`config.mk`:
```
export PLATFORM = sky130hd
export DESIGN_NAME = cobs_frame_encoder
export DESIGN_NICKNAME = d
export VERILOG_FILES = /design/src/rtl/core/cfe_pkg.sv /design/src/rtl/core/cobs_frame_encoder.sv /design/src/rtl/core/cfe_ram.sv /design/src/rtl/core/cfe_front.sv /design/src/rtl/core/cfe_cmd_fifo.sv /design/src/rtl/core/cfe_back.sv
export VERILOG_INCLUDE_DIRS = /design/src /design/src/rtl/core
export SDC_FILE = /design/constraint.sdc
export NUM_CORES = 1
export LEC_CHECK = 0
export BUFFER_PORTS_ARGS = -buffer_cell sky130_fd_sc_hd__clkbuf_2
export CAP_MARGIN = 40
export CORE_ASPECT_RATIO = 0.7
export CORE_MARGIN = 10
export CORE_UTILIZATION = 45
export CTS_CLUSTER_DIAMETER = 80
export DETAILED_ROUTE_END_ITERATION = 10
export GPL_TIMING_DRIVEN = 1
export SYNTH_ARGS = -nofsm -noshare
export SYNTH_HDL_FRONTEND = slang
export SYNTH_HIERARCHICAL = 1
export SYNTH_SLANG_ARGS = --single-unit
```
`constraint.sdc`:
```
create_clock -name i_clk -period 3.34 [get_ports i_clk]
set_input_delay 0.167 -clock i_clk [delete_from_list [all_inputs] [get_ports i_clk]]
set_output_delay 0.167 -clock i_clk [all_outputs]
set_load 0.005 [all_outputs]
```
`src/rtl/core/assert_macros.svh`:
```
// Assertion macros shared by the COBS frame encoder modules.
// Depends on nothing; define SYNTH to compile the checks out.
`ifndef ASSERT_MACROS_SVH
`define ASSERT_MACROS_SVH
`ifndef SYNTH
`define CFE_ASSERT(name, clk, rst_n, prop, msg) \
    name: assert property (@(posedge clk) disable iff (!rst_n) prop) else $error(msg);
`define CFE_NEVER(name, clk, rst_n, cond, msg) \
    name: assert property (@(posedge clk) disable iff (!rst_n) !(cond)) else $error(msg);
`else
`define CFE_ASSERT(name, clk, rst_n, prop, msg)
`define CFE_NEVER(name, clk, rst_n, cond, msg)
`endif
`endif

```
`src/rtl/core/cfe_pkg.sv`:
```
// Shared constants and types of the COBS frame encoder.
// No dependencies; used by the front, command queue, back and top level.
package cfe_pkg;

    localparam int MAX_MESSAGE_BYTES = 32;
    localparam int BYTE_W            = 8;
    localparam int LIMIT_W           = 9;
    localparam int RUN_IDX_W         = (MAX_MESSAGE_BYTES > 1) ? $clog2(MAX_MESSAGE_BYTES) : 1;
    localparam int RUN_LEN_W         = $clog2(MAX_MESSAGE_BYTES + 1);
    localparam int RAM_AW            = RUN_IDX_W + 1;
    localparam int RAM_DEPTH         = 2 * (2 ** RUN_IDX_W);
    localparam int CMD_DEPTH         = 4;
    localparam int CMD_PTR_W         = $clog2(CMD_DEPTH);

    localparam logic [RUN_LEN_W-1:0] RUN_LEN_MAX       = RUN_LEN_W'(MAX_MESSAGE_BYTES);
    localparam logic [LIMIT_W-1:0]   FRAME_LIMIT_RESET = LIMIT_W'(256);
    localparam logic [LIMIT_W-1:0]   FRAME_POS_RESET   = LIMIT_W'(1);

    typedef enum logic [1:0] {
        TAIL_NONE        = 2'b00,
        TAIL_ERR         = 2'b01,
        TAIL_DELIM       = 2'b10,
        TAIL_CODE1_DELIM = 2'b11
    } t_tail;

    typedef struct packed {
        logic                 flush;
        logic [RUN_LEN_W-1:0] len;
        logic                 bank;
        t_tail                tail;
    } t_flush_cmd;

    typedef struct packed {
        logic valid;
        logic bank;
    } t_bank_release;

endpackage

```
`src/rtl/core/cobs_frame_encoder.sv`:
```
// Top level of the COBS frame encoder: front, command queue, run RAM, back.
// Depends on cfe_pkg, cfe_front, cfe_cmd_fifo, cfe_ram and cfe_back.
//
//  channel | direction | handshake                  | payload
//  --------+-----------+----------------------------+------------------------------------
//  in      | input     | i_in_valid / o_in_stall    | i_data_byte, i_end_of_message
//  out     | output    | o_out_valid / i_out_stall  | o_coded_byte, o_frame_end,
//          |           |                            | o_overflow_error, o_burst_last
//  cfg     | input     | i_cfg_valid / o_cfg_ready  | i_cfg_data (frame_limit)
//
// An input word is taken while it is not stalled; words that only extend a run cause no output.
// The back takes a command from the queue, then emits one word per cycle while the
// output is not stalled: code byte and run bytes from the run RAM if it flushes a run,
// then any error or delimiter, with a code byte of 1 before the delimiter after a final zero.
// Input stalls while the command queue is full or the run bank it writes is not yet read out.
// Reset is synchronous and clears control state only; the run RAM is not cleared.
module cobs_frame_encoder (
    input  logic                         i_clk,
    input  logic                         i_rst_n,
    input  logic                         i_cfg_valid,
    output logic                         o_cfg_ready,
    input  logic [cfe_pkg::LIMIT_W-1:0]  i_cfg_data,
    input  logic                         i_in_valid,
    output logic                         o_in_stall,
    input  logic [cfe_pkg::BYTE_W-1:0]   i_data_byte,
    input  logic                         i_end_of_message,
    output logic                         o_out_valid,
    input  logic                         i_out_stall,
    output logic [cfe_pkg::BYTE_W-1:0]   o_coded_byte,
    output logic                         o_frame_end,
    output logic                         o_overflow_error,
    output logic                         o_burst_last
);

    logic                        push;
    cfe_pkg::t_flush_cmd         push_cmd;
    logic                        pop;
    cfe_pkg::t_flush_cmd         head_cmd;
    logic                        fifo_full;
    logic                        fifo_empty;
    cfe_pkg::t_bank_release      release_bank;
    logic                        ram_we;
    logic [cfe_pkg::RAM_AW-1:0]  ram_waddr;
    logic [cfe_pkg::BYTE_W-1:0]  ram_wdata;
    logic                        ram_re;
    logic [cfe_pkg::RAM_AW-1:0]  ram_raddr;
    logic [cfe_pkg::BYTE_W-1:0]  ram_rdata;

    cfe_front u_front (
        .i_clk            (i_clk),
        .i_rst_n          (i_rst_n),
        .i_cfg_valid      (i_cfg_valid),
        .o_cfg_ready      (o_cfg_ready),
        .i_cfg_data       (i_cfg_data),
        .i_in_valid       (i_in_valid),
        .o_in_stall       (o_in_stall),
        .i_data_byte      (i_data_byte),
        .i_end_of_message (i_end_of_message),
        .o_push           (push),
        .o_cmd            (push_cmd),
        .i_fifo_full      (fifo_full),
        .i_release        (release_bank),
        .o_ram_we         (ram_we),
        .o_ram_waddr      (ram_waddr),
        .o_ram_wdata      (ram_wdata)
    );

    cfe_cmd_fifo u_cmd_fifo (
        .i_clk   (i_clk),
        .i_rst_n (i_rst_n),
        .i_push  (push),
        .i_cmd   (push_cmd),
        .i_pop   (pop),
        .o_cmd   (head_cmd),
        .o_full  (fifo_full),
        .o_empty (fifo_empty)
    );

    cfe_ram #(
        .WIDTH (cfe_pkg::BYTE_W),
        .DEPTH (cfe_pkg::RAM_DEPTH)
    ) u_run_ram (
        .i_clk   (i_clk),
        .i_we    (ram_we),
        .i_waddr (ram_waddr),
        .i_wdata (ram_wdata),
        .i_re    (ram_re),
        .i_raddr (ram_raddr),
        .o_rdata (ram_rdata)
    );

    cfe_back u_back (
        .i_clk            (i_clk),
        .i_rst_n          (i_rst_n),
        .i_cmd            (head_cmd),
        .i_fifo_empty     (fifo_empty),
        .o_pop            (pop),
        .o_release        (release_bank),
        .o_ram_re         (ram_re),
        .o_ram_raddr      (ram_raddr),
        .i_ram_rdata      (ram_rdata),
        .o_out_valid      (o_out_valid),
        .i_out_stall      (i_out_stall),
        .o_coded_byte     (o_coded_byte),
        .o_frame_end      (o_frame_end),
        .o_overflow_error (o_overflow_error),
        .o_burst_last     (o_burst_last)
    );

endmodule

```
`src/rtl/core/cfe_ram.sv`:
```
// Generic single-write, single-read RAM with registered read data.
// No dependencies.
module cfe_ram #(
    parameter int WIDTH = 8,
    parameter int DEPTH = 64
) (
    input  logic                                      i_clk,
    input  logic                                      i_we,
    input  logic [((DEPTH > 1) ? $clog2(DEPTH) : 1)-1:0] i_waddr,
    input  logic [WIDTH-1:0]                          i_wdata,
    input  logic                                      i_re,
    input  logic [((DEPTH > 1) ? $clog2(DEPTH) : 1)-1:0] i_raddr,
    output logic [WIDTH-1:0]                          o_rdata
);

    logic [WIDTH-1:0] r_mem [DEPTH];
    logic [WIDTH-1:0] r_rdata;

    always_ff @(posedge i_clk) begin
        if (i_we) begin
            r_mem[i_waddr] <= i_wdata;
        end
        if (i_re) begin
            r_rdata <= r_mem[i_raddr];
        end
    end

    assign o_rdata = r_rdata;

endmodule

```
`src/rtl/core/cfe_front.sv`:
```
// Front part: accepts message bytes, tracks run and frame position, writes runs.
// Depends on cfe_pkg and assert_macros.svh; pushes flush commands to the queue.
`include "assert_macros.svh"
module cfe_front (
    input  logic                           i_clk,
    input  logic                           i_rst_n,
    input  logic                           i_cfg_valid,
    output logic                           o_cfg_ready,
    input  logic [cfe_pkg::LIMIT_W-1:0]    i_cfg_data,
    input  logic                           i_in_valid,
    output logic                           o_in_stall,
    input  logic [cfe_pkg::BYTE_W-1:0]     i_data_byte,
    input  logic                           i_end_of_message,
    output logic                           o_push,
    output cfe_pkg::t_flush_cmd            o_cmd,
    input  logic                           i_fifo_full,
    input  cfe_pkg::t_bank_release         i_release,
    output logic                           o_ram_we,
    output logic [cfe_pkg::RAM_AW-1:0]     o_ram_waddr,
    output logic [cfe_pkg::BYTE_W-1:0]     o_ram_wdata
);

    logic [cfe_pkg::LIMIT_W-1:0]   r_frame_limit;
    logic [cfe_pkg::RUN_LEN_W-1:0] r_run_len, n_run_len;
    logic [cfe_pkg::LIMIT_W-1:0]   r_frame_pos, n_frame_pos;
    logic                          r_dropping, n_dropping;
    logic                          r_wbank, n_wbank;
    logic [1:0]                    r_bank_busy, n_bank_busy;

    logic                          accept;
    logic                          is_zero;
    logic                          err_first;
    logic                          limit_end;
    logic [cfe_pkg::LIMIT_W-1:0]   pos_mid;
    logic [cfe_pkg::RUN_LEN_W-1:0] len_mid;
    cfe_pkg::t_flush_cmd           cmd;
    logic                          push;
    logic                          we;

    assign o_cfg_ready = 1'b1;
    assign o_in_stall  = i_fifo_full || r_bank_busy[r_wbank];
    assign accept      = i_in_valid && !o_in_stall;

    assign is_zero   = (i_data_byte == '0);
    assign err_first = (r_frame_pos >= r_frame_limit)
                    || (!is_zero && (r_run_len >= cfe_pkg::RUN_LEN_MAX));
    assign pos_mid   = r_frame_pos + cfe_pkg::LIMIT_W'(1);
    assign len_mid   = is_zero ? '0 : r_run_len + cfe_pkg::RUN_LEN_W'(1);
    assign limit_end = (pos_mid >= r_frame_limit);

    always_comb begin
        n_run_len   = r_run_len;
        n_frame_pos = r_frame_pos;
        n_dropping  = r_dropping;
        n_wbank     = r_wbank;
        n_bank_busy = r_bank_busy;
        push        = 1'b0;
        we          = 1'b0;
        cmd.flush   = 1'b0;
        cmd.len     = '0;
        cmd.bank    = r_wbank;
        cmd.tail    = cfe_pkg::TAIL_NONE;

        if (i_release.valid) begin
            n_bank_busy[i_release.bank] = 1'b0;
        end

        if (accept) begin
            if (r_dropping) begin
                if (i_end_of_message) begin
                    n_dropping = 1'b0;
                end
            end else if (err_first) begin
                push        = 1'b1;
                cmd.tail    = cfe_pkg::TAIL_ERR;
                n_run_len   = '0;
                n_frame_pos = cfe_pkg::FRAME_POS_RESET;
                n_dropping  = !i_end_of_message;
            end else begin
                if (is_zero) begin
                    cmd.flush = 1'b1;
                    cmd.len   = r_run_len;
                end else begin
                    we = 1'b1;
                end
                if (i_end_of_message) begin
                    push        = 1'b1;
                    n_run_len   = '0;
                    n_frame_pos = cfe_pkg::FRAME_POS_RESET;
                    if (limit_end) begin
                        cmd.tail = cfe_pkg::TAIL_ERR;
                    end else if (is_zero) begin
                        cmd.tail = cfe_pkg::TAIL_CODE1_DELIM;
                    end else begin
                        cmd.flush = 1'b1;
                        cmd.len   = len_mid;
                        cmd.tail  = cfe_pkg::TAIL_DELIM;
                    end
                end else begin
                    push        = cmd.flush;
                    n_run_len   = len_mid;
                    n_frame_pos = pos_mid;
                end
            end
            if (push && cmd.flush && (cmd.len != '0)) begin
                n_wbank              = ~r_wbank;
                n_bank_busy[r_wbank] = 1'b1;
            end
        end
    end

    always_ff @(posedge i_clk) begin
        if (!i_rst_n) begin
            r_frame_limit <= cfe_pkg::FRAME_LIMIT_RESET;
            r_run_len     <= '0;
            r_frame_pos   <= cfe_pkg::FRAME_POS_RESET;
            r_dropping    <= 1'b0;
            r_wbank       <= 1'b0;
            r_bank_busy   <= '0;
        end else begin
            if (i_cfg_valid) begin
                r_frame_limit <= i_cfg_data;
            end
            r_run_len   <= n_run_len;
            r_frame_pos <= n_frame_pos;
            r_dropping  <= n_dropping;
            r_wbank     <= n_wbank;
            r_bank_busy <= n_bank_busy;
        end
    end

    assign o_push      = push;
    assign o_cmd       = cmd;
    assign o_ram_we    = we;
    assign o_ram_waddr = {r_wbank, r_run_len[cfe_pkg::RUN_IDX_W-1:0]};
    assign o_ram_wdata = i_data_byte;

    `CFE_ASSERT(a_release_busy, i_clk, i_rst_n, i_release.valid |-> r_bank_busy[i_release.bank], "release of a bank that is not busy")
    `CFE_NEVER(a_run_len_max, i_clk, i_rst_n, r_run_len > cfe_pkg::RUN_LEN_MAX, "run length beyond buffer")

endmodule

```
`src/rtl/core/cfe_cmd_fifo.sv`:
```
// Short command queue between the front and back parts.
// Depends on cfe_pkg and assert_macros.svh.
`include "assert_macros.svh"
module cfe_cmd_fifo (
    input  logic                i_clk,
    input  logic                i_rst_n,
    input  logic                i_push,
    input  cfe_pkg::t_flush_cmd i_cmd,
    input  logic                i_pop,
    output cfe_pkg::t_flush_cmd o_cmd,
    output logic                o_full,
    output logic                o_empty
);

    cfe_pkg::t_flush_cmd          r_mem [cfe_pkg::CMD_DEPTH];
    logic [cfe_pkg::CMD_PTR_W:0]  r_wr_ptr;
    logic [cfe_pkg::CMD_PTR_W:0]  r_rd_ptr;

    assign o_empty = (r_wr_ptr == r_rd_ptr);
    assign o_full  = (r_wr_ptr[cfe_pkg::CMD_PTR_W] != r_rd_ptr[cfe_pkg::CMD_PTR_W])
                  && (r_wr_ptr[cfe_pkg::CMD_PTR_W-1:0] == r_rd_ptr[cfe_pkg::CMD_PTR_W-1:0]);
    assign o_cmd   = r_mem[r_rd_ptr[cfe_pkg::CMD_PTR_W-1:0]];

    always_ff @(posedge i_clk) begin
        if (i_push) begin
            r_mem[r_wr_ptr[cfe_pkg::CMD_PTR_W-1:0]] <= i_cmd;
        end
    end

    always_ff @(posedge i_clk) begin
        if (!i_rst_n) begin
            r_wr_ptr <= '0;
            r_rd_ptr <= '0;
        end else begin
            if (i_push) begin
                r_wr_ptr <= r_wr_ptr + (cfe_pkg::CMD_PTR_W + 1)'(1);
            end
            if (i_pop) begin
                r_rd_ptr <= r_rd_ptr + (cfe_pkg::CMD_PTR_W + 1)'(1);
            end
        end
    end

    `CFE_ASSERT(a_no_push_full, i_clk, i_rst_n, i_push |-> !o_full, "push into full queue")
    `CFE_ASSERT(a_no_pop_empty, i_clk, i_rst_n, i_pop |-> !o_empty, "pop from empty queue")

endmodule

```
`src/rtl/core/cfe_back.sv`:
```
// Back part: runs flush, error and delimiter commands and drives output words.
// Depends on cfe_pkg and assert_macros.svh; reads runs from the run RAM.
`include "assert_macros.svh"
module cfe_back (
    input  logic                        i_clk,
    input  logic                        i_rst_n,
    input  cfe_pkg::t_flush_cmd         i_cmd,
    input  logic                        i_fifo_empty,
    output logic                        o_pop,
    output cfe_pkg::t_bank_release      o_release,
    output logic                        o_ram_re,
    output logic [cfe_pkg::RAM_AW-1:0]  o_ram_raddr,
    input  logic [cfe_pkg::BYTE_W-1:0]  i_ram_rdata,
    output logic                        o_out_valid,
    input  logic                        i_out_stall,
    output logic [cfe_pkg::BYTE_W-1:0]  o_coded_byte,
    output logic                        o_frame_end,
    output logic                        o_overflow_error,
    output logic                        o_burst_last
);

    typedef enum logic [5:0] {
        S_IDLE  = 6'b000001,
        S_CODE  = 6'b000010,
        S_DATA  = 6'b000100,
        S_ERR   = 6'b001000,
        S_CODE1 = 6'b010000,
        S_DELIM = 6'b100000
    } t_back_state;

    function automatic t_back_state tail_state(input cfe_pkg::t_tail tail);
        t_back_state st;
        case (tail)
            cfe_pkg::TAIL_ERR:         st = S_ERR;
            cfe_pkg::TAIL_DELIM:       st = S_DELIM;
            cfe_pkg::TAIL_CODE1_DELIM: st = S_CODE1;
            default:                   st = S_IDLE;
        endcase
        return st;
    endfunction

    t_back_state                   r_state, n_state;
    cfe_pkg::t_flush_cmd           r_cmd, n_cmd;
    logic [cfe_pkg::RUN_IDX_W-1:0] r_idx, n_idx;

    logic                          r_out_valid;
    logic [cfe_pkg::BYTE_W-1:0]    r_coded_byte;
    logic                          r_frame_end;
    logic                          r_err;
    logic                          r_last;

    logic                          out_free;
    logic                          at_end;
    logic                          tail_none;
    logic                          emit;
    logic [cfe_pkg::BYTE_W-1:0]    out_byte;
    logic                          out_fe;
    logic                          out_err;
    logic                          out_last;

    assign out_free  = !r_out_valid || !i_out_stall;
    assign at_end    = ((cfe_pkg::RUN_LEN_W'(r_idx) + cfe_pkg::RUN_LEN_W'(1)) == r_cmd.len);
    assign tail_none = (r_cmd.tail == cfe_pkg::TAIL_NONE);

    always_comb begin
        n_state        = r_state;
        n_cmd          = r_cmd;
        n_idx          = r_idx;
        o_pop          = 1'b0;
        emit           = 1'b0;
        out_byte       = '0;
        out_fe         = 1'b0;
        out_err        = 1'b0;
        out_last       = 1'b0;
        o_ram_re       = 1'b0;
        o_ram_raddr    = {r_cmd.bank, {cfe_pkg::RUN_IDX_W{1'b0}}};
        o_release.valid = 1'b0;
        o_release.bank  = r_cmd.bank;

        case (r_state)
            S_IDLE: begin
                if (!i_fifo_empty) begin
                    o_pop = 1'b1;
                    n_cmd = i_cmd;
                    n_idx = '0;
                    n_state = i_cmd.flush ? S_CODE : tail_state(i_cmd.tail);
                end
            end
            S_CODE: begin
                if (out_free) begin
                    emit     = 1'b1;
                    out_byte = cfe_pkg::BYTE_W'(r_cmd.len) + cfe_pkg::BYTE_W'(1);
                    out_last = (r_cmd.len == '0) && tail_none;
                    if (r_cmd.len != '0) begin
                        o_ram_re = 1'b1;
                        n_idx    = '0;
                        n_state  = S_DATA;
                    end else begin
                        n_state  = tail_state(r_cmd.tail);
                    end
                end
            end
            S_DATA: begin
                if (out_free) begin
                    emit     = 1'b1;
                    out_byte = i_ram_rdata;
                    out_last = at_end && tail_none;
                    if (at_end) begin
                        o_release.valid = 1'b1;
                        n_state         = tail_state(r_cmd.tail);
                    end else begin
                        o_ram_re    = 1'b1;
                        o_ram_raddr = {r_cmd.bank, r_idx + cfe_pkg::RUN_IDX_W'(1)};
                        n_idx       = r_idx + cfe_pkg::RUN_IDX_W'(1);
                    end
                end
            end
            S_ERR: begin
                if (out_free) begin
                    emit     = 1'b1;
                    out_err  = 1'b1;
                    out_last = 1'b1;
                    n_state  = S_IDLE;
                end
            end
            S_CODE1: begin
                if (out_free) begin
                    emit     = 1'b1;
                    out_byte = cfe_pkg::BYTE_W'(1);
                    n_state  = S_DELIM;
                end
            end
            S_DELIM: begin
                if (out_free) begin
                    emit     = 1'b1;
                    out_fe   = 1'b1;
                    out_last = 1'b1;
                    n_state  = S_IDLE;
                end
            end
            default: begin
                n_state = S_IDLE;
            end
        endcase
    end

    always_ff @(posedge i_clk) begin
        if (!i_rst_n) begin
            r_state     <= S_IDLE;
            r_out_valid <= 1'b0;
        end else begin
            r_state <= n_state;
            if (out_free) begin
                r_out_valid <= emit;
            end
        end
    end

    always_ff @(posedge i_clk) begin
        r_cmd <= n_cmd;
        r_idx <= n_idx;
        if (out_free) begin
            r_coded_byte <= out_byte;
            r_frame_end  <= out_fe;
            r_err        <= out_err;
            r_last       <= out_last;
        end
    end

    assign o_out_valid      = r_out_valid;
    assign o_coded_byte     = r_coded_byte;
    assign o_frame_end      = r_frame_end;
    assign o_overflow_error = r_err;
    assign o_burst_last     = r_last;

    `CFE_ASSERT(a_end_is_last, i_clk, i_rst_n, (r_out_valid && (r_frame_end || r_err)) |-> r_last, "delimiter or error word not marked last")
    `CFE_ASSERT(a_data_in_run, i_clk, i_rst_n, (r_state == S_DATA) |-> (cfe_pkg::RUN_LEN_W'(r_idx) < r_cmd.len), "run index past run length")

endmodule

```
== Yosys cells after proc, flatten, opt, wreduce, memory -nomap -nowiden ==
Memory sizes are Yosys's and may differ from the RTL's. A register that Yosys moved wholly into a read port is not among the register bits.
Index checks and enable logic that the tools add are counted.
Operators by class
  add/subtract/negate cells: 7
  muxes and demuxes: 81
  magnitude comparators: 7
  bitwise operators: 6
  reduce and logical (&&, ||, !) cells: 30
  equal/unequal tests: 24
Operators with widths (count)
  6-bit 2-to-1 mux: 11
  7-bit 2-to-1 mux: 8
  5-bit 2-to-1 mux: 8
  6-bit case mux with 3 select lines: 2
  1-bit 2-to-1 mux: 33
  6-bit case mux with 5 select lines: 1
  8-bit case mux with 3 select lines: 1
  2-bit 2-to-1 mux: 10
  9-bit greater-or-equal comparator: 2
  9-bit 2-to-1 mux: 2
  5-bit case mux with 3 select lines: 1
  2-bit by 1-bit != test with 1-bit output, second input constant: 6
  6-bit AND reduction: 2
  6-bit nonzero test: 2
  9-bit by 1-bit adder with 9-bit output, second input constant: 1
  1-bit logical AND: 9
  2-bit equality test, second input constant: 4
  8-bit zero test: 1
  6-bit by 1-bit adder with 7-bit output, second input constant: 1
  3-bit by 1-bit adder with 3-bit output, second input constant: 2
  5-bit by 1-bit adder with 6-bit output, second input constant: 1
  6-bit by 1-bit adder with 6-bit output, second input constant: 1
  6-bit by 1-bit equality test with 1-bit output, second input constant: 1
  6-bit by 2-bit equality test with 1-bit output, second input constant: 1
  29 further kinds: 44
Storage, ports and cells
  memories: 2
  bits in registers: 66
  output and inout port bits: 14
  memory bits (writable): 552
Memory list
  u_run_ram.r_mem: words 64, width 8, read ports 1, clocked after memory_dff 1, wr ports 1, line cfe_ram.sv:16  | logic [WIDTH-1:0] r_mem [DEPTH];
  u_cmd_fifo.r_mem: words 4, width 10, read ports 1, clocked after memory_dff 1, wr ports 1, line cfe_cmd_fifo.sv:15  | cfe_pkg::t_flush_cmd r_mem [cfe_pkg::CMD_DEPTH];

== Logic depth before layout (Yosys ltp) ==
  depth after elaboration: 12
  gate-level depth with buffers: 16
  depth with buffers taken out: 13

== Modules after synthesis ==
Netlist, hierarchy kept.
By module, submodules not included
  cfe_ram: area an instance 20246.9 um2, instances 1, cells each 940
  cfe_front: area an instance 2123.3 um2, instances 1, cells each 278
  cfe_cmd_fifo: area an instance 1846.8 um2, instances 1, cells each 93
  cfe_back: area an instance 1767.9 um2, instances 1, cells each 176

== Worst setup path after synthesis ==
Ideal clock, no wire load.
  path kind: register -> register
  from: register u_back/r_idx[0] (netlist bit)
  to: register u_run_ram.r_rdata[3], in the netlist u_run_ram/o_rdata[3] (read register of u_run_ram.r_mem), data pin
  path slack: -0.262 ns
  cell stages (with the launch flop): 14
  setup time: 0.266 ns
  arrival: 3.335 ns
  data required time: 3.074 ns
  clock period less this slack: 3.602 ns
  cells stage by stage: edfxtp_1 -> ha_1 -> xnor2_1 -> o21ai_1 -> o31ai_2 -> nor3_1 -> or3_4 -> nor2_1 -> buf_6 -> buf_4 -> mux4_2 -> mux4_2 -> o21ai_1 -> o41ai_1
On the way
  longest elaborated chain between the ends: 5
  elaborated cells between the ends (all ways): 9
Ends and longest elaborated chain
  start: declaration: line cfe_back.sv:44  | logic [cfe_pkg::RUN_IDX_W-1:0] r_idx, n_idx;
  start signal: assignment: line cfe_back.sv:161  | r_idx <= n_idx;
  5-bit by 1-bit adder with 6-bit output: line cfe_back.sv:62  | assign at_end = ((cfe_pkg::RUN_LEN_W'(r_idx) + cfe_pkg::RUN_LEN_W'(1)) == r_cmd.len);
  6-bit equality test: line cfe_back.sv:62
  5-bit 2-to-1 mux (*): line cfe_back.sv:108  | if (at_end) begin
  5-bit 2-to-1 mux (*): line cfe_back.sv:104  | if (out_free) begin
  5-bit 2-to-1 mux (*): line cfe_back.sv:80  | case (r_state)
  via ram_raddr (one bit): line cobs_frame_encoder.sv:46  | logic [cfe_pkg::RAM_AW-1:0] ram_raddr;
  end: declaration: line cfe_ram.sv:17  | logic [WIDTH-1:0] r_rdata;
The timed path passes the listed nets; every way through them passes the cells marked *.
A chain may end at the register's enable or synchronous reset.

== Worst setup path after layout ==
  from: register u_back/r_idx[1] (netlist bit)
  to: register u_run_ram.r_rdata[7], in the netlist u_run_ram/o_rdata[7] (read register of u_run_ram.r_mem), data pin
On the way
  longest elaborated chain between the ends: 5
  elaborated cells between the ends (all ways): 9
Ends and longest elaborated chain (line)
  5-bit by 1-bit adder with 6-bit output: cfe_back.sv:62
  6-bit equality test: cfe_back.sv:62
  5-bit 2-to-1 mux: cfe_back.sv:108
  5-bit 2-to-1 mux: cfe_back.sv:104
  5-bit 2-to-1 mux: cfe_back.sv:80
  via ram_raddr (one bit): cobs_frame_encoder.sv:46
The timed path passes the listed nets, and every way through them passes these cells.

==> report_table.html <==
<table>
<tr><th>Metric</th><th>Value</th></tr>
<tr><th colspan="2">Critical path</th></tr>
<tr><td>Top fanout value on the critical path</td><td>6</td></tr>
<tr><td>CP Capture Type</td><td>flip-flop</td></tr>
<tr><td>Master of the slowest instance on the critical path</td><td>sky130_fd_sc_hd__mux4_2</td></tr>
<tr><td>Cell depth of the worst flop-to-flop path</td><td>13</td></tr>
<tr><td>Critical R2R Launch</td><td>u_back/r_idx[1]</td></tr>
<tr><td>Endpoint of the worst-slack reg-to-reg timing path</td><td>u_run_ram/o_rdata[7]</td></tr>
<tr><td>CP Launch Type</td><td>flip-flop</td></tr>
<tr><td>CP Cell Sequence</td><td>and3_4 &gt; and4_1 &gt; o2111ai_2 &gt; nor3_2 &gt; or3_4 &gt; nor2_4 &gt; buf_6 &gt; buf_12 &gt; buf_12 &gt; mux4_2 &gt; mux4_2 &gt; o21ai_4 &gt; nand2_1</td></tr>
<tr><td>Req. time, crit path</td><td>3730 ps</td></tr>
<tr><td>Type of the worst setup path</td><td>reg2reg</td></tr>
<tr><td>Stage delay of the slowest cell on the critical path</td><td>540 ps</td></tr>
<tr><td>Flop-to-flop setup slack</td><td>-360 ps</td></tr>
<tr><td>Critical path data arrival time</td><td>4090 ps</td></tr>
<tr><th colspan="2">Synth</th></tr>
<tr><td>Number of nets in the synthesized netlist</td><td>1541</td></tr>
<tr><td>Biggest area consumer among synthesized cells</td><td>sky130_fd_sc_hd__edfxtp_1</td></tr>
<tr><td>Synth top area cells</td><td>sky130_fd_sc_hd__edfxtp_1 (68%), sky130_fd_sc_hd__mux4_2 (12%), sky130_fd_sc_hd__dfxtp_1 (3.3%), sky130_fd_sc_hd__nor2_1 (1.9%), sky130_fd_sc_hd__ha_1 (1.5%)</td></tr>
<tr><td>Cell Area, Synth</td><td>26000 sq um</td></tr>
<tr><td>Number of different library cells in the post-synthesis netlist</td><td>75</td></tr>
<tr><td>Yosys top cell area share</td><td>between 60 and 70%</td></tr>
<tr><td>Share of synthesized area occupied by flip-flops and latches</td><td>70.9%</td></tr>
<tr><td>Predominant post-synthesis flop cell</td><td>sky130_fd_sc_hd__edfxtp_1</td></tr>
<tr><td>Avg Cell Area, Syn</td><td>17.5 sq um</td></tr>
<tr><td>Number of storage elements in the synthesis netlist</td><td>628</td></tr>
<tr><td>Yosys Warn Count</td><td>6</td></tr>
<tr><td>EDFF count, synth</td><td>585</td></tr>
<tr><td>Share of flip-flops with an asynchronous set or reset after synthesis</td><td>0%</td></tr>
<tr><td>Synthesized netlist cell count</td><td>1487</td></tr>
<tr><th colspan="2">Global routing</th></tr>
<tr><td>First-pass GRT wire length</td><td>93100 um</td></tr>
<tr><td>Aggregate global routing overflow</td><td>0</td></tr>
<tr><td>Vias in the first global route</td><td>14300</td></tr>
<tr><td>GRT Overall Usage</td><td>a little under a fifth</td></tr>
<tr><td>Antenna violations before repair</td><td>1</td></tr>
<tr><td>Largest net degree at the start of global routing</td><td>65</td></tr>
<tr><th colspan="2">Routing</th></tr>
<tr><td>Average routed wire per standard cell</td><td>24.3 um</td></tr>
<tr><td>TritonRoute pass-1 iters</td><td>7</td></tr>
<tr><td>Number of vias in the routed layout</td><td>around 14000</td></tr>
<tr><td>Iteration-0 DRC Markers</td><td>around 1400</td></tr>
<tr><td>DRT Wirelength</td><td>between 60000 and 70000 um</td></tr>
<tr><td>Drc violations</td><td>0</td></tr>
<tr><td>Via density per instance</td><td>approximately 5.7</td></tr>
<tr><td>Detail Route Antenna Nets</td><td>0</td></tr>
<tr><th colspan="2">Place</th></tr>
<tr><td>Placer congestion estimate</td><td>0.859</td></tr>
<tr><td>Dpl cell area</td><td>28400 sq um</td></tr>
<tr><td>DP Wirelength</td><td>between 40000 and 50000 um</td></tr>
<tr><td>Port Buffers</td><td>35</td></tr>
<tr><th colspan="2">STA</th></tr>
<tr><td>Max-slew violations</td><td>0</td></tr>
<tr><td>Shortest period the worst path allows</td><td>3700 ps</td></tr>
<tr><td>Setup skew after layout</td><td>30.6 ps</td></tr>
<tr><td>Crit path setup slack, layout</td><td>-363 ps</td></tr>
<tr><td>Total negative setup slack</td><td>-2440 ps</td></tr>
<tr><td>Number of hold-slack violations in the final timing report</td><td>0</td></tr>
<tr><td>Setup repair after global routing missed its margin</td><td>yes</td></tr>
<tr><td>Achievable Freq</td><td>270 MHz</td></tr>
<tr><td>Fin crit share</td><td>111%</td></tr>
<tr><td>Final setup violation count</td><td>8</td></tr>
<tr><td>Worst Tran Pin Value</td><td>~910 ps</td></tr>
<tr><td>Slew margin rel.</td><td>around two fifths</td></tr>
<tr><th colspan="2">CTS</th></tr>
<tr><td>Latest clock arrival within the worst-skew pair</td><td>640 ps</td></tr>
<tr><td>Clock-pin slew on the worst setup and hold paths</td><td>70 ps</td></tr>
<tr><td>Master cell of the clock root buffer</td><td>sky130_fd_sc_hd__clkbuf_16</td></tr>
<tr><td>TritonCTS clock tree</td><td>done</td></tr>
<tr><td>Clock tree sinks</td><td>628</td></tr>
<tr><td>Number of buffers added by the clock tree synthesis step</td><td>between 50 and 60</td></tr>
<tr><td>Clock buffer depth</td><td>3</td></tr>
<tr><td>Number of H-tree branching levels</td><td>2</td></tr>
<tr><th colspan="2">Cells and area</th></tr>
<tr><td>Final cell area excluding filler cells</td><td>approximately 31000 sq um</td></tr>
<tr><td>Net count of the finished layout</td><td>1797</td></tr>
<tr><td>Share of final-layout standard cells stronger than drive strength 1</td><td>32.6%</td></tr>
<tr><td>Area growth from synthesis to final layout</td><td>20.1%</td></tr>
<tr><th colspan="2">Pwr</th></tr>
<tr><td>Leakage</td><td>0.0104 uW</td></tr>
<tr><td>Worst vdd ir</td><td>455 uV</td></tr>
<tr><td>Power per standard cell area</td><td>between 500 and 600 nW/um^2</td></tr>
<tr><th colspan="2">Worst hold path</th></tr>
<tr><td>HP Class</td><td>in2reg</td></tr>
<tr><td>Start point of the worst min-delay path</td><td>i_cfg_valid</td></tr>
<tr><td>Instance count along the most critical hold path</td><td>3</td></tr>
<tr><td>Hold Crit Endpoint</td><td>u_front/r_frame_limit[7]</td></tr>
<tr><th colspan="2">Die</th></tr>
<tr><td>Chip width</td><td>about 310 um</td></tr>
<tr><td>Die Height</td><td>221 um</td></tr>
<tr><td>Site row count</td><td>73</td></tr>
<tr><td>Core region area</td><td>about 57000 sq um</td></tr>
<tr><td>Boundary pin count</td><td>37</td></tr>
<tr><td>Floorplan die area</td><td>67900 sq um</td></tr>
<tr><td>Starting density of the core</td><td>45.6%</td></tr>
<tr><th colspan="2">Outcome</th></tr>
<tr><td>Failing checks</td><td>setup timing</td></tr>
<tr><td>Outcome</td><td>finished, violations left</td></tr>
<tr><th colspan="2">Job</th></tr>
<tr><td>Max_cap viols</td><td>0</td></tr>
</table>
==> synthesized netlist by cell type (9+ instances only) <==
library cell,count
sky130_fd_sc_hd__inv_1,36
sky130_fd_sc_hd__nor2b_1,17
sky130_fd_sc_hd__nand2_1,67
sky130_fd_sc_hd__buf_2,16
sky130_fd_sc_hd__nor3_1,14
sky130_fd_sc_hd__nand3_1,32
sky130_fd_sc_hd__mux4_2,136
sky130_fd_sc_hd__o21ai_0,19
sky130_fd_sc_hd__dfxtp_1,43
sky130_fd_sc_hd__and2_1,9
sky130_fd_sc_hd__nand3b_1,11
sky130_fd_sc_hd__ha_1,31
sky130_fd_sc_hd__mux2_2,13
sky130_fd_sc_hd__a21oi_1,40
sky130_fd_sc_hd__nand2b_1,9
sky130_fd_sc_hd__nor2_1,134
sky130_fd_sc_hd__edfxtp_1,585
sky130_fd_sc_hd__buf_4,31
sky130_fd_sc_hd__xor2_1,14
sky130_fd_sc_hd__xnor2_1,12
sky130_fd_sc_hd__o21ai_1,9
sky130_fd_sc_hd__clkbuf_1,30
sky130_fd_sc_hd__mux2i_1,35
==> power by group <==
part	internal, uW	switching (uW)	leakage, uW	total (uW)
combinational	767	953	0.00372	1720
clock	4210	2990	0.000998	7200
sequential	8830	192	0.00566	9020
==> flip-flops by register name, indices dropped and copies added, names as in the netlist, 2 cells and up, named ones only <==
signal,cells
u_back/r_idx,5
u_cmd_fifo/r_rd_ptr,3
u_run_ram/o_rdata,8
u_back/o_coded_byte,8
u_front/r_frame_pos,9
u_cmd_fifo/r_wr_ptr,3
u_back/r_cmd,8
u_back/r_state,6
u_run_ram/r_mem,512
u_cmd_fifo/r_mem,40
u_front/r_frame_limit,9
u_front/r_run_len,6
u_front/r_bank_busy,2
==> cells by family after synthesis <==
logic type	Yosys count	share of synthesized area [%]
compound gates	162	4.39
xor+xnor	26	0.876
fa+ha+maj	31	1.49
buf+inv	126	2.68
flops	628	70.9
mux	184	13.7
other cells	1	0.0144
simple gates	329	5.93
==> how the worst max path moves through the flow <==
stage	depth (start not counted)	to	slack, ps	startpoint
finish	13	u_run_ram/o_rdata[7]	-360	u_back/r_idx[1]
global route	13	u_run_ram/o_rdata[0]	-460	u_back/r_idx[1]
floorplan	14	u_run_ram/o_rdata[7]	-100	u_back/r_cmd[7]
detailed placement	13	u_run_ram/o_rdata[7]	-570	u_back/r_idx[0]
global placement	13	u_run_ram/o_rdata[7]	-500	u_back/r_idx[0]
CTS	13	u_run_ram/o_rdata[7]	-300	u_back/r_idx[1]
==> placed cells by master (no fill, tap or decap), types with 10 or more instances in the layout <==
cell                            Yosys  layout
sky130_fd_sc_hd__nor3_1            14      11
sky130_fd_sc_hd__nor2_2             3      11
sky130_fd_sc_hd__nand2_1           67      63
sky130_fd_sc_hd__nand3_1           32      31
sky130_fd_sc_hd__inv_1             36      36
sky130_fd_sc_hd__mux4_2           136     136
sky130_fd_sc_hd__buf_4             31     204
sky130_fd_sc_hd__nor2b_1           17      16
sky130_fd_sc_hd__bufinv_16          0      10
sky130_fd_sc_hd__a21oi_1           40      39
sky130_fd_sc_hd__dlygate4sd3_1      0      14
sky130_fd_sc_hd__nand3b_1          11      11
sky130_fd_sc_hd__xor2_1            14      14
sky130_fd_sc_hd__mux2_2            13      13
sky130_fd_sc_hd__o21ai_0           19      15
sky130_fd_sc_hd__clkbuf_2           1      35
sky130_fd_sc_hd__clkbuf_16          0      62
sky130_fd_sc_hd__mux2i_1           35      32
sky130_fd_sc_hd__edfxtp_1         585     585
sky130_fd_sc_hd__nor2_1           134     122
sky130_fd_sc_hd__buf_12             2      16
sky130_fd_sc_hd__clkbuf_1          30      10
sky130_fd_sc_hd__dfxtp_1           43      40
sky130_fd_sc_hd__ha_1              31      29
==> metal layers <==
metal  vias up  GRT usage (%)  wire (um)
li1       6413              -          -
met1      7465           28.3      29300
met2       550           25.3      26500
met3        69           4.02       5060
met4         0           3.73        994
met5         -              0          0
==> area by class of cell <==
class,instances,area [sq um]
multi-input cells,733,7130
fillers,4469,25800
well taps,750,938
clock inverters,38,495
diodes,2,5.00
clock buffers,74,1610
inverters,36,135
repair buffers,285,2470
flip-flops and latches,628,18400
==> critical path: cells and delay by family (launching register included) <==
kind,cells,cell delay [ps]
buf+inv,3,410
mux,2,1070
simple gates,6,1060
flops,1,490
compound gates,2,420
==> metrics by stage <==
step	util [%]	total power [uW]	std cells	hold slack [ps]	worst slack, ps
after floorplan	-	10100	1487	261	-102
after global placement	49.8	10700	2391	385	-504
after detailed placement	49.8	10700	2391	395	-567
after CTS	54.3	18000	2534	9.07	-296
after global routing	54.8	18600	2544	74.1	-462
final	54.8	17900	2546	45.8	-363
==> what timing repair did <==
action,CTS,global route
pin swaps,5,10
hold endpoints to repair,16,0
endpoints found under the setup margin,18,181
resized for setup,34,42
setup buffers,15,9
gates cloned,2,1
hold buffers,14,0
Power figures use the tool's default switching activity.
